### config.mk
export PLATFORM = sky130hd
export DESIGN_NAME = device_list_packet_parser
export DESIGN_NICKNAME = d
export VERILOG_FILES = /design/src/hdl/dlp_pkg.sv /design/src/hdl/dlp_front.sv /design/src/hdl/dlp_queue.sv /design/src/hdl/dlp_back.sv /design/src/hdl/device_list_packet_parser.sv
export VERILOG_INCLUDE_DIRS = /design/src /design/src/hdl
export SDC_FILE = /design/constraint.sdc
export NUM_CORES = 1
export LEC_CHECK = 0
export ABC_AREA = 1
export ABC_CLOCK_PERIOD_IN_PS = 8400
export BUFFER_PORTS_ARGS = -buffer_cell sky130_fd_sc_hd__clkbuf_2
export CAP_MARGIN = 5
export CORE_MARGIN = 2
export CORE_UTILIZATION = 47
export DETAILED_ROUTE_END_ITERATION = 10
export PLACE_DENSITY = 0.74
export SETUP_SLACK_MARGIN = 0.1
export SLEW_MARGIN = 20
export SYNTH_ARGS = -nofsm -noshare
export SYNTH_HDL_FRONTEND = slang
export SYNTH_SLANG_ARGS = --single-unit
### constraint.sdc
create_clock -name i_clk -period 8.4 [get_ports i_clk]
set_input_delay 1.68 -clock i_clk [delete_from_list [all_inputs] [get_ports i_clk]]
set_output_delay 1.68 -clock i_clk [all_outputs]
set_load 0.02 [all_outputs]
### src/hdl/device_list_packet_parser_defines.svh
// Assertion macros for the device list packet parser.
// Used by the front and top files; no other dependencies.
`ifndef DEVICE_LIST_PACKET_PARSER_DEFINES_SVH
`define DEVICE_LIST_PACKET_PARSER_DEFINES_SVH
`ifndef SYNTH
`define DLP_ASSERT(label, clk, rst_n, prop, msg) \
    label: assert property (@(posedge clk) disable iff (!rst_n) (prop)) else $error(msg);
`define DLP_ASSERT_RST(label, clk, prop, msg) \
    label: assert property (@(posedge clk) (prop)) else $error(msg);
`else
`define DLP_ASSERT(label, clk, rst_n, prop, msg)
`define DLP_ASSERT_RST(label, clk, prop, msg)
`endif
`endif

### src/hdl/dlp_pkg.sv
// Types and constants for the device list packet parser.
// No dependencies.
`default_nettype none
package dlp_pkg;
    typedef struct packed {
        logic [7:0] data_byte;
        logic       last_byte;
    } t_in_beat;

    typedef struct packed {
        logic [2:0]  item_kind;
        logic [3:0]  field_id;
        logic [7:0]  item_index;
        logic [63:0] value;
        logic [2:0]  status;
        logic        run_last;
    } t_out_beat;

    localparam logic [2:0] K_HEADER = 3'd0;
    localparam logic [2:0] K_BEGIN  = 3'd1;
    localparam logic [2:0] K_DEVICE = 3'd2;
    localparam logic [2:0] K_FIXED  = 3'd3;
    localparam logic [2:0] K_TEXT   = 3'd4;
    localparam logic [2:0] K_PGN    = 3'd5;
    localparam logic [2:0] K_END    = 3'd6;
    localparam logic [2:0] K_STATUS = 3'd7;

    localparam logic [2:0] ST_OK        = 3'd0;
    localparam logic [2:0] ST_BAD_VER   = 3'd1;
    localparam logic [2:0] ST_BAD_TYPE  = 3'd2;
    localparam logic [2:0] ST_SHORT     = 3'd3;
    localparam logic [2:0] ST_TRUNC     = 3'd4;

    localparam logic [7:0] MT_BEGIN  = 8'd1;
    localparam logic [7:0] MT_DEVICE = 8'd2;
    localparam logic [7:0] MT_END    = 8'd3;

    localparam int HDR_LEN   = 8;
    localparam int BEGIN_LEN = 10;
    localparam int DEV_LEN   = 39;
    localparam int END_LEN   = 9;

    // Record decoder phases.
    localparam logic [1:0] PH_TYPE = 2'd0;
    localparam logic [1:0] PH_LENL = 2'd1;
    localparam logic [1:0] PH_LENH = 2'd2;
    localparam logic [1:0] PH_DATA = 2'd3;

    // Start byte of each fixed field; entry 13 closes the fixed part.
    function automatic logic [5:0] fixed_start(input logic [3:0] f);
        logic [5:0] s;
        case (f)
            4'd0:  s = 6'd10;
            4'd1:  s = 6'd11;
            4'd2:  s = 6'd13;
            4'd3:  s = 6'd21;
            4'd4:  s = 6'd25;
            4'd5:  s = 6'd29;
            4'd6:  s = 6'd31;
            4'd7:  s = 6'd33;
            4'd8:  s = 6'd34;
            4'd9:  s = 6'd35;
            4'd10: s = 6'd36;
            4'd11: s = 6'd37;
            4'd12: s = 6'd38;
            default: s = 6'd39;
        endcase
        return s;
    endfunction

    // Up to two results per beat travel front to back as one queue entry.
    typedef struct packed {
        logic      two;
        t_out_beat r0;
        t_out_beat r1;
    } t_work;
endpackage
`default_nettype wire

### src/hdl/dlp_front.sv
// Front part: accepts bytes, tracks packet state, classifies results.
// Depends on dlp_pkg and the defines header.
`default_nettype none
`include "device_list_packet_parser_defines.svh"
module dlp_front import dlp_pkg::*; #(
    parameter int TEXT_KEEP   = 32,
    parameter int PGN_MAX     = 16,
    parameter int PAYLOAD_MAX = 1024
) (
    input  wire logic       i_clk,
    input  wire logic       i_rst_n,
    input  wire logic [7:0] i_version,
    input  wire t_in_beat   i_beat,
    input  wire logic       i_fire,
    output t_work           o_work,
    output logic            o_emit
);
    logic [15:0] r_pos,   n_pos;
    logic [7:0]  r_mkind, n_mkind;
    logic [63:0] r_asm,   n_asm;
    logic [7:0]  r_left,  n_left;
    logic [1:0]  r_ph,    n_ph;
    logic [7:0]  r_rtype, n_rtype;
    logic [15:0] r_rleft, n_rleft;
    logic [15:0] r_ridx,  n_ridx;
    logic [7:0]  r_lent,  n_lent;
    logic [2:0]  r_err,   n_err;
    logic [3:0]  r_fld,   n_fld;     // current fixed field
    logic [2:0]  r_foff,  n_foff;    // byte offset within it

    t_out_beat   res;
    logic        has;
    logic [7:0]  b;
    logic [15:0] len;
    logic [2:0]  st;
    logic [15:0] rl_dec;

    always_comb begin
        b = i_beat.data_byte;
        n_pos = r_pos; n_mkind = r_mkind; n_asm = r_asm; n_left = r_left;
        n_ph = r_ph; n_rtype = r_rtype; n_rleft = r_rleft; n_ridx = r_ridx;
        n_lent = r_lent; n_err = r_err; n_fld = r_fld; n_foff = r_foff;
        res = '0; has = 1'b0;
        rl_dec = r_rleft - 16'd1;
        if (r_pos < 16'(PAYLOAD_MAX)) begin
            n_pos = r_pos + 16'd1;
            if (r_pos == 16'd0) begin
                if (b != i_version) n_err = ST_BAD_VER;
            end else if (r_pos == 16'd1) begin
                n_mkind = b;
                if (r_err == ST_OK && (b < MT_BEGIN || b > MT_END)) n_err = ST_BAD_TYPE;
                n_asm = {56'd0, b};
            end else if (r_pos < 16'(HDR_LEN)) begin
                n_asm = r_asm | ({56'd0, b} << {r_pos[2:0] - 3'd1, 3'd0});
                if (r_pos == 16'(HDR_LEN - 1) && r_err == ST_OK) begin
                    has = 1'b1; res.item_kind = K_HEADER; res.value = n_asm;
                end
            end else if (r_err != ST_OK) begin
            end else if (r_mkind == MT_END) begin
                if (r_pos == 16'd8) begin
                    has = 1'b1; res.item_kind = K_END; res.value = {56'd0, b};
                end
            end else if (r_pos == 16'd8) begin
                n_asm = {56'd0, b};
            end else if (r_pos == 16'd9) begin
                n_asm = r_asm | {48'd0, b, 8'd0};
                has = 1'b1;
                res.item_kind = (r_mkind == MT_BEGIN) ? K_BEGIN : K_DEVICE;
                res.value = n_asm;
                n_fld = 4'd0; n_foff = 3'd0;
            end else if (r_mkind != MT_DEVICE) begin
            end else if (r_pos < 16'(DEV_LEN)) begin
                n_asm = (r_foff == 3'd0) ? {56'd0, b}
                                         : (r_asm | ({56'd0, b} << {r_foff, 3'd0}));
                n_foff = r_foff + 3'd1;
                if (r_pos[5:0] + 6'd1 == fixed_start(r_fld + 4'd1)) begin
                    has = 1'b1; res.item_kind = K_FIXED; res.field_id = r_fld;
                    res.value = n_asm;
                    n_fld = r_fld + 4'd1; n_foff = 3'd0;
                    if (r_fld == 4'd12) begin n_left = b; n_ph = PH_TYPE; end
                end
            end else begin
                unique case (r_ph)
                    PH_TYPE: begin
                        if (r_left != 8'd0) begin n_rtype = b; n_ph = PH_LENL; end
                    end
                    PH_LENL: begin n_rleft = {8'd0, b}; n_ph = PH_LENH; end
                    PH_LENH: begin
                        n_rleft = {b, r_rleft[7:0]};
                        n_ridx = '0; n_lent = '0; n_asm = '0;
                        if (n_rleft == 16'd0) begin
                            if (r_left != 8'd0) n_left = r_left - 8'd1;
                            n_ph = PH_TYPE;
                        end else n_ph = PH_DATA;
                    end
                    default: begin
                        if (r_rtype >= 8'd1 && r_rtype <= 8'd7) begin
                            if (r_ridx < 16'(TEXT_KEEP - 1)) begin
                                has = 1'b1; res.item_kind = K_TEXT;
                                res.field_id = r_rtype[3:0]; res.item_index = r_ridx[7:0];
                                res.value = {56'd0, b};
                            end
                        end else if (r_rtype == 8'd8 || r_rtype == 8'd9) begin
                            n_asm = (r_ridx[1:0] == 2'd0) ? {56'd0, b}
                                    : (r_asm | ({56'd0, b} << {r_ridx[1:0], 3'd0}));
                            if (r_ridx[1:0] == 2'd3 && r_lent < 8'(PGN_MAX)) begin
                                has = 1'b1; res.item_kind = K_PGN;
                                res.field_id = r_rtype[3:0]; res.item_index = r_lent;
                                res.value = {32'd0, n_asm[31:0]};
                                n_lent = r_lent + 8'd1;
                            end
                        end
                        n_ridx = r_ridx + 16'd1;
                        n_rleft = rl_dec;
                        if (rl_dec == 16'd0) begin
                            if (r_left != 8'd0) n_left = r_left - 8'd1;
                            n_ph = PH_TYPE;
                        end
                    end
                endcase
            end
        end
        len = n_pos;
        if (len < 16'(HDR_LEN)) st = ST_SHORT;
        else if (n_err != ST_OK) st = n_err;
        else if ((n_mkind == MT_BEGIN && len < 16'(BEGIN_LEN)) ||
                 (n_mkind == MT_DEVICE && len < 16'(DEV_LEN)) ||
                 (n_mkind == MT_END && len < 16'(END_LEN))) st = ST_SHORT;
        else if (n_mkind == MT_DEVICE && n_left != 8'd0) st = ST_TRUNC;
        else st = ST_OK;
        o_work = '0;
        if (i_beat.last_byte) begin
            o_work.two = has;
            o_work.r0 = has ? res : '0;
            if (!has) begin
                o_work.r0.item_kind = K_STATUS; o_work.r0.status = st;
                o_work.r0.run_last = 1'b1;
            end
            o_work.r1.item_kind = K_STATUS; o_work.r1.status = st;
            o_work.r1.run_last = 1'b1;
            n_pos = '0; n_mkind = '0; n_asm = '0; n_left = '0; n_ph = PH_TYPE;
            n_rtype = '0; n_rleft = '0; n_ridx = '0; n_lent = '0; n_err = ST_OK;
        end else begin
            o_work.r0 = res;
            o_work.r0.run_last = 1'b1;
        end
        o_emit = i_fire && (has || i_beat.last_byte);
    end

    always_ff @(posedge i_clk) begin
        if (!i_rst_n) begin
            r_pos <= '0; r_mkind <= '0; r_asm <= '0; r_left <= '0; r_ph <= PH_TYPE;
            r_rtype <= '0; r_rleft <= '0; r_ridx <= '0; r_lent <= '0; r_err <= ST_OK;
            r_fld <= '0; r_foff <= '0;
        end else if (i_fire) begin
            r_pos <= n_pos; r_mkind <= n_mkind; r_asm <= n_asm; r_left <= n_left;
            r_ph <= n_ph; r_rtype <= n_rtype; r_rleft <= n_rleft; r_ridx <= n_ridx;
            r_lent <= n_lent; r_err <= n_err; r_fld <= n_fld; r_foff <= n_foff;
        end
    end

    `DLP_ASSERT(a_pos_cap, i_clk, i_rst_n, r_pos <= 16'(PAYLOAD_MAX), "position overran cap")
    `DLP_ASSERT(a_fld_range, i_clk, i_rst_n, r_fld <= 4'd13, "fixed field index overran")
    `DLP_ASSERT(a_last_clears, i_clk, i_rst_n,
        (i_fire && i_beat.last_byte) |=> (r_pos == 16'd0 && r_err == ST_OK), "packet not cleared")
endmodule
`default_nettype wire

### src/hdl/dlp_queue.sv
// Short queue between front and back, entries hold one or two results.
// Depends on dlp_pkg.
`default_nettype none
module dlp_queue import dlp_pkg::*; (
    input  wire logic  i_clk,
    input  wire logic  i_rst_n,
    input  wire logic  i_push,
    input  wire t_work i_work,
    output logic       o_full,
    output logic       o_valid,
    output t_work      o_work,
    input  wire logic  i_pop
);
    t_work      r_mem [2];
    logic       r_wp, r_rp;
    logic [1:0] r_cnt;

    assign o_full  = (r_cnt == 2'd2);
    assign o_valid = (r_cnt != 2'd0);
    assign o_work  = r_mem[r_rp];

    always_ff @(posedge i_clk) begin
        if (i_push) r_mem[r_wp] <= i_work;
    end

    always_ff @(posedge i_clk) begin
        if (!i_rst_n) begin
            r_wp <= 1'b0; r_rp <= 1'b0; r_cnt <= 2'd0;
        end else begin
            if (i_push) r_wp <= ~r_wp;
            if (i_pop)  r_rp <= ~r_rp;
            r_cnt <= r_cnt + {1'b0, i_push} - {1'b0, i_pop};
        end
    end
endmodule
`default_nettype wire

### src/hdl/dlp_back.sv
// Back part: splits queue entries into single result beats on the output.
// Depends on dlp_pkg.
`default_nettype none
module dlp_back import dlp_pkg::*; (
    input  wire logic  i_clk,
    input  wire logic  i_rst_n,
    input  wire logic  i_valid,
    input  wire t_work i_work,
    output logic       o_pop,
    output logic       o_valid,
    output t_out_beat  o_data,
    input  wire logic  i_ready
);
    logic r_second;   // first of a pair already sent
    logic take;

    assign o_valid = i_valid;
    assign o_data  = r_second ? i_work.r1 : i_work.r0;
    assign take    = i_valid && i_ready;
    assign o_pop   = take && (r_second || !i_work.two);

    always_ff @(posedge i_clk) begin
        if (!i_rst_n) r_second <= 1'b0;
        else if (take) r_second <= !r_second && i_work.two;
    end
endmodule
`default_nettype wire

### src/hdl/device_list_packet_parser.sv
// Top level of the device list packet parser.
// Depends on dlp_pkg, dlp_front, dlp_queue, dlp_back and the defines header.
//
//  channel | signals                         | beat
//  --------+---------------------------------+-------------------------------
//  in      | i_in_valid / o_in_ready         | one payload byte + last mark
//  out     | o_out_valid / i_out_ready       | one result item
//  cfg     | i_cfg_we / i_cfg_wdata          | expected version, no wait
//
// One input byte per cycle while the queue has room; the front decodes it in the accepting cycle.
// A byte yields up to two results (a decoded item plus the closing status);
// those leave as two separate output beats, so a stream of such bytes runs at the output's pace.
// A two-entry queue decouples front and back; the input stalls only when full.
// Synchronous active-low reset clears packet state; version resets to 1.
`default_nettype none
`include "device_list_packet_parser_defines.svh"
module device_list_packet_parser import dlp_pkg::*; #(
    parameter int TEXT_KEEP   = 32,
    parameter int PGN_MAX     = 16,
    parameter int PAYLOAD_MAX = 1024
) (
    input  wire logic       i_clk,
    input  wire logic       i_rst_n,
    input  wire logic       i_cfg_we,
    input  wire logic [7:0] i_cfg_wdata,
    input  wire logic       i_in_valid,
    output logic            o_in_ready,
    input  wire t_in_beat   i_in_data,
    output logic            o_out_valid,
    input  wire logic       i_out_ready,
    output t_out_beat       o_out_data
);
    logic [7:0] r_version;
    logic       fire, emit, q_full, q_valid, pop;
    t_work      work, q_work;

    always_ff @(posedge i_clk) begin
        if (!i_rst_n) r_version <= 8'd1;
        else if (i_cfg_we) r_version <= i_cfg_wdata;
    end

    assign o_in_ready = !q_full;
    assign fire       = i_in_valid && o_in_ready;

    dlp_front #(.TEXT_KEEP(TEXT_KEEP), .PGN_MAX(PGN_MAX), .PAYLOAD_MAX(PAYLOAD_MAX)) u_front (
        .i_clk(i_clk), .i_rst_n(i_rst_n), .i_version(r_version),
        .i_beat(i_in_data), .i_fire(fire), .o_work(work), .o_emit(emit)
    );

    dlp_queue u_queue (
        .i_clk(i_clk), .i_rst_n(i_rst_n), .i_push(emit), .i_work(work),
        .o_full(q_full), .o_valid(q_valid), .o_work(q_work), .i_pop(pop)
    );

    dlp_back u_back (
        .i_clk(i_clk), .i_rst_n(i_rst_n), .i_valid(q_valid), .i_work(q_work),
        .o_pop(pop), .o_valid(o_out_valid), .o_data(o_out_data), .i_ready(i_out_ready)
    );

    `DLP_ASSERT(a_no_push_full, i_clk, i_rst_n, !(emit && q_full), "push into full queue")
    `DLP_ASSERT(a_pop_valid, i_clk, i_rst_n, pop |-> o_out_valid, "pop without valid")
    `DLP_ASSERT(a_reset_version, i_clk, i_rst_n, $rose(i_rst_n) |-> r_version == 8'd1, "version not reset")
endmodule
`default_nettype wire

* Word level (Yosys, flattened, before mapping)
Memories as Yosys holds them, arrays and structs flattened. A register that Yosys moved wholly into a read port is not among the register bits.
Index checks and enable logic that the tools add are counted.
** Cells by class
- Add/subtract/negate cells :: 11
- Multipliers :: 0
- Div/mod/pow operators :: 0
- Magnitude comparators :: 13
- Eq/ne operators :: 41
- Shift operators :: 3
- Mux-type cells :: 209
- Bitwise operators :: 12
- Reductions and logical operators :: 54
** Operators by type and width (number)
- $mux W79 :: 25
- $mux W64 :: 21
- $mux W8 :: 49
- $mux W16 :: 24
- $mux W83 :: 3
- $or A64 B64 Y64 :: 3
- $pmux W64 S2 :: 1
- $shl A8 B6 Y64 :: 2
- $mux W6 :: 11
- $lt A16 B4 Y1 const B :: 4
- $or A64 B16 Y64 :: 1
- $shl A8 B5 Y64 :: 1
- $mux W3 :: 20
- $logic_not A16 Y1 :: 3
- $pmux W16 S3 :: 1
- $mux W12 :: 3
- $mux W2 :: 17
- $add A16 B1 Y16 const B :: 2
- $eq A16 B4 Y1 const B :: 2
- $lt A16 B6 Y1 const B :: 2
- $pmux W16 S2 :: 1
- $pmux W8 S2 :: 2
- $reduce_and A13 Y1 :: 2
- $eq A8 B2 Y1 const B :: 3
- other kinds (55) :: 140
** Word-level totals
- Register bits :: 169
- Bits in latches :: 0
- Memory bits (writable) :: 182
- Memory bits (read-only) :: 96
- Memories kept :: 2
** Memory list
- u_queue.r_mem :: words 2, bits a word 91, rd ports 1, clocked after memory_dff 1, wr ports 1, RTL line dlp_queue.sv:14 : t_work r_mem [2];
- (no name shown) :: words 16, bits a word 6, rd ports 1, clocked after memory_dff 0, wr ports 0, RTL line dlp_pkg.sv:52 : case (f)

* Longest topological paths before layout
An unclocked memory read counts as a cell.
- Depth in word-level cells :: 41
- Mapped depth :: 25

* Cells and area by module
A second synthesis with hierarchy kept.
** Unflattened totals
- Cells, all modules :: 3412
- Area, all modules :: 29734.8 sq um
** By module, submodules not included
- dlp_front :: instances 1, cells each 2531, area an instance 15486.1 sq um, seq. area each 3123.0 sq um
- dlp_queue :: instances 1, cells each 553, area an instance 12818.5 sq um, seq. area each 10129.7 sq um
- dlp_back :: instances 1, cells each 275, area an instance 1078.5 sq um, seq. area each 20.0 sq um
- device_list_packet_parser :: instances 1, cells each 53, area an instance 351.6 sq um, seq. area each 160.2 sq um

* Worst setup path after synthesis
No wires, ideal clock.
- Path type :: register to register
- Start point :: reg u_front.r_pos[0]
- End point :: mem u_queue.r_mem[1][10] (netlist name) (enable)
- Library setup time :: 0.536 ns
- Arrival time :: 6.351 ns
- Required time :: 7.864 ns
- Slack :: 1.513 ns
- Stages on the path, launching flop included :: 19
- Buffers on the path :: 2
- Clock period less this slack :: 6.887 ns
- Cells stage by stage :: dfxtp_1 > inv_2 > clkbuf_1 > ha_1 > clkbuf_1 > clkinv_1 > nand2_1 > nand2_1 > nor2_2 > nand3_2 > nor2_4 > nand2_2 > nand2_1 > o21ai_1 > nand3_1 > nand2_1 > o21ai_1 > inv_1 > nor2_1
** Between the ends
- Word-level cells in the longest chain between the ends :: 17
** RTL lines
- from (decl) :: RTL line dlp_front.sv:18 : logic [15:0] r_pos, n_pos;
- from (signal assigned) :: RTL line dlp_front.sv:156 : r_pos <= n_pos; r_mkind <= n_mkind; r_asm <= n_asm; r_left <= n_left;
- $add A6 B1 Y6 :: RTL line dlp_front.sv:76 : if (r_pos[5:0] + 6'd1 == fixed_start(r_fld + 4'd1)) begin
- $eq A6 B6 Y1 :: RTL line dlp_front.sv:76
- $mux W1 :: RTL line dlp_front.sv:76
- $mux W1 :: RTL line dlp_front.sv:72 : end else if (r_pos < 16'(DEV_LEN)) begin
- $mux W1 :: RTL line dlp_front.sv:71 : end else if (r_mkind != MT_DEVICE) begin
- $mux W1 :: RTL line dlp_front.sv:65 : end else if (r_pos == 16'd9) begin
- $mux W1 :: RTL line dlp_front.sv:63 : end else if (r_pos == 16'd8) begin
- $mux W1 :: RTL line dlp_front.sv:59 : end else if (r_mkind == MT_END) begin
- (+2 left out)
- $mux W1 :: RTL line dlp_front.sv:49 : end else if (r_pos == 16'd1) begin
- $mux W1 :: RTL line dlp_front.sv:47 : if (r_pos == 16'd0) begin
- $mux W1 * :: RTL line dlp_front.sv:45 : if (r_pos < 16'(PAYLOAD_MAX)) begin
- $logic_or A1 B1 Y1 * :: RTL line dlp_front.sv:147 : o_emit = i_fire && (has || i_beat.last_byte);
- $logic_and A1 B1 Y1 * :: RTL line dlp_front.sv:147
- net emit :: RTL line device_list_packet_parser.sv:34 : logic fire, emit, q_full, q_valid, pop;
- $mux W1 * :: RTL line dlp_queue.sv:23 : if (i_push) r_mem[r_wp] <= i_work;
- $mux W1 (not written as such) * :: RTL line dlp_queue.sv:23
- to (decl) :: RTL line dlp_queue.sv:14
Mark *: on every way through the listed nets, which the timed path passes. The rest lies on a longest branch.

* Final worst setup path
- Start point :: reg u_front.r_pos[0]
- End point :: mem u_queue.r_mem[0][56] (netlist name) (enable)
Same word-level chain as after synthesis.

==> metrics.txt <==
status=completed; unrepaired setup endpoints after global routing=false; fraction of power spent switching nets=34.0%; pre-CTS worst setup slack=roughly 1.9 ns; final hold vios=0; Overflow after GRT=0; Clock Latency Late Sink=~0.58 ns; Max Transition Viols Final=0; achievable clock frequency=approximately 0.15 GHz; post-synthesis cell area=0.0217 sq mm; root buf cell=sky130_fd_sc_hd__clkbuf_16; normalized max-slew margin=22.5%; number of antenna cells inserted=0; R2R setup slack=around 1.7 ns; startpoint-to-endpoint class of the critical path=register to register; total of max-cap violations=0; Die W=219 um; average cell area after synthesis=7.11 sq um; post-detailed-placement cell area=between 0.02 and 0.025 sq mm; die height=219 um; number of post-CTS setup repair buffers=0; clock slew at reported path FFs=~0.060 ns; fraction of the yosys area taken by sequential cells=about two fifths; worst path cell trace=inv_2 -> ha_1 -> clkinv_1 -> nand2_1 -> nand2_1 -> nor2_2 -> nand3_2 -> nor2_4 -> nand2_2 -> nand2_1 -> o21ai_1 -> nand3_1 -> nand2_1 -> o21ai_1 -> inv_1 -> nor2_4 -> buf_4; # hold bufs at CTS=0; EDFF count, synth=176; area share of the leading cell type in the synthesized netlist=around 24%; cell taking the most area after synthesis=sky130_fd_sc_hd__edfxtp_1; port buffer count=~110; count of different cell masters after synthesis=59; Initial Utilization=a little under half; leakage power figure=8.95 nW; number of remaining DRC errors=0; cell count of the worst reg-to-reg path=17; initial antenna violation count=1; number of iterations in the first detailed-routing pass=10; most instantiated cells after synthesis=526 x sky130_fd_sc_hd__nand2_1, 450 x sky130_fd_sc_hd__nor2_1, 366 x sky130_fd_sc_hd__o21ai_0; internal power component=3.18 mW; GPL Wtd Cong=0.974; sequential cell fraction of total power=around two fifths; cell with the most instances after synthesis=sky130_fd_sc_hd__nand2_1; number of buffers and inverters on the critical path=4; maximum fanout along the worst path=59; TritonCTS clock tree=done; final number of setup-violating endpoints=0; number of buffers created by CTS=39; # H-tree levels=2; per-cell routed wire length=20.7 um; most common flop cell mapped by yosys=sky130_fd_sc_hd__edfxtp_1; routed length on met3=between 8 and 9 mm; Gate power share=24.0%; shortest clock period the worst path allows after layout=6.66 ns; number of top-level pins=107; Psw=about 1.6 mW; Tcrit/Tclk final=79.3%; number of sinks on the clock net=346; worst hold margin=0.438 ns; slowest stage cell on the critical path=sky130_fd_sc_hd__ha_1; dominant cells by area after synthesis=sky130_fd_sc_hd__edfxtp_1 24%, sky130_fd_sc_hd__dfxtp_1 16%, sky130_fd_sc_hd__nand2_1 9.1%; endpoint of the worst hold-timing path=u_front.r_pos[14]; highest routed metal layer=met5; Crit. End Element=register; launching point of the worst reg2reg path=u_front.r_pos[0]; HPWL after detailed placement=between 40 and 50 mm; Cell Rows=78; Worst Path Required=8.60 ns; sum of negative setup slack=0 ns; power density over cell area=204 mW/mm^2; path class of the lowest-slack min-delay path=register to register; CTS Buffer Depth=3; number of vias per cell after detailed routing=a little over 6; max incr delay on CP=1.08 ns; synthesis-stage register bit count=~350; post-route worst setup slack=1.74 ns; Initial DRC Count=3,137; arrival time at the worst endpoint=6.85 ns; Global Route Usage Sum=30.7%; ratio of cells with drive above 1 in the final layout=9.21%; fraction of registers with async set/reset=0%; post-CTS resize count=0; kind of cell with the highest combined delay on the critical path=simple AND/OR/NAND/NOR gates; Hold Startpoint=u_front.r_pos[14]; routed vias=22,500; first-pass GRT wire length=116 mm; worst-case clock skew=0.0314 ns; core footprint=0.0455 sq mm; clock share of power=36.3%; detailed-route wire length on metal 1=29.8 mm; critical path's most frequent cell=sky130_fd_sc_hd__nand2_1; r2r endpoint=u_queue.r_mem[0][56]; Final Core Density=52.0%; remaining antenna violation count after routing=0; Max IR drop VDD=~170 uV; Routed met2 length=33.0 mm; yosys synthesis warning count=0; WL final=75.2 mm; cell depth of the worst hold path=2; die area=0.0478 sq mm; cell count after synthesis=3,047; critical path startpoint category=register; post-layout net count=around 3,100; Tightest Pin Transition=1.16 ns; maximum number of pins on one net before global-route repair=just over 90; Design Area, Final=0.0236 sq mm; Synth-to-Final Area Change=9.09%; vias in the first global route=20,800
## worst max path at each step
stage | startpoint | end | cells past startpoint
2_1_floorplan | u_front.r_pos[0] | u_queue.r_mem[1][10] | 18
3_3_place_gp | u_front.r_pos[0] | u_queue.r_mem[0][55] | 17
3_5_place_dp | u_front.r_pos[0] | u_queue.r_mem[0][55] | 17
4_1_cts | u_front.r_pos[0] | u_queue.r_mem[0][55] | 17
5_1_grt | u_front.r_pos[0] | u_queue.r_mem[0][61] | 17
6_report | u_front.r_pos[0] | u_queue.r_mem[0][56] | 17
## worst min-delay path, stage by stage, from the launching register on
cell and delay (ns):
sky130_fd_sc_hd__dfxtp_1 0.31, sky130_fd_sc_hd__inv_1 0.05, sky130_fd_sc_hd__nor2_1 0.04
## area by class of cell
type,instances,area [sq um]
sequential,346,8690
clock inverter,20,203
tap,600,751
clock buffer,52,1100
multi-input combinational,2243,11200
timing repair buffer,140,786
fill,4370,21800
inverter,238,893
## layer usage
layer / GRT usage, % / vias to the layer above
met5: 0 / -
met4: 14.8 / 2
met3: 7.85 / 298
met2: 47.7 / 1340
met1: 39.9 / 10400
li1: - / 10500
## kinds of logic after synthesis
kind of cell / after synthesis / share of synthesized area, %
other: 1 / 0.0173
AOI/OAI and AO/OA: 889 / 23.5
xor gates and xnor gates: 18 / 0.728
buffers and inverters: 463 / 8.37
DFF: 346 / 40.1
adders and majority gates: 25 / 1.44
and+or+nand+nor: 1305 / 25.8
## state kept, by name, summed over array words and instances, names as in the netlist, 2 cells and up, named ones only
register         count
r_version            8
u_front.r_mkind      8
u_front.r_err        3
u_front.r_left       8
u_front.r_fld        4
u_front.r_rtype      8
u_front.r_ph         2
u_front.r_ridx      16
u_front.r_lent       8
u_front.r_asm       64
u_queue.r_cnt        2
u_front.r_pos       16
u_front.r_foff       3
u_queue.r_mem      176
u_front.r_rleft     16
## layout by cell type (no fill, tap or decap), drive strengths merged, types with 5 or more instances in the layout
cell and count:
nand2 536, buf 34, xor2 13, a211oi 41, nand4 71, o21ai 379, a22oi 15, inv 229
o22ai 16, nor4 17, a31oi 54, dfxtp 170, xnor2 5, o21a 10, nand3 146, a21oi 253
o221ai 8, o2111ai 10, conb 6, nor3 48, o31ai 22, o311ai 8, ha 25, or2 8
clkinv 23, nor2 465, clkbuf 158, o211ai 63, nor3b 9, edfxtp 176
## metrics by stage
| step | power (mW) | instances |
|---|---|---|
| final | 4.82 | 3639 |
| after global routing | 5.02 | 3639 |
| after CTS | 4.83 | 3639 |
| after detailed placement | 3.09 | 3567 |
| after global placement | 3.07 | 3567 |
| after floorplan | 2.71 | 3052 |
## power by group through the flow
stage / Clock, mW / Sequential (mW) / Combinational [mW]
final: 1.75 / 1.91 / 1.16
after global routing: 1.84 / 1.92 / 1.26
after CTS: 1.77 / 1.91 / 1.15
after detailed placement: 0 / 1.95 / 1.14
after global placement: 0 / 1.94 / 1.13
after floorplan: 0 / 1.94 / 0.772
Power figures use the tool's default switching activity.
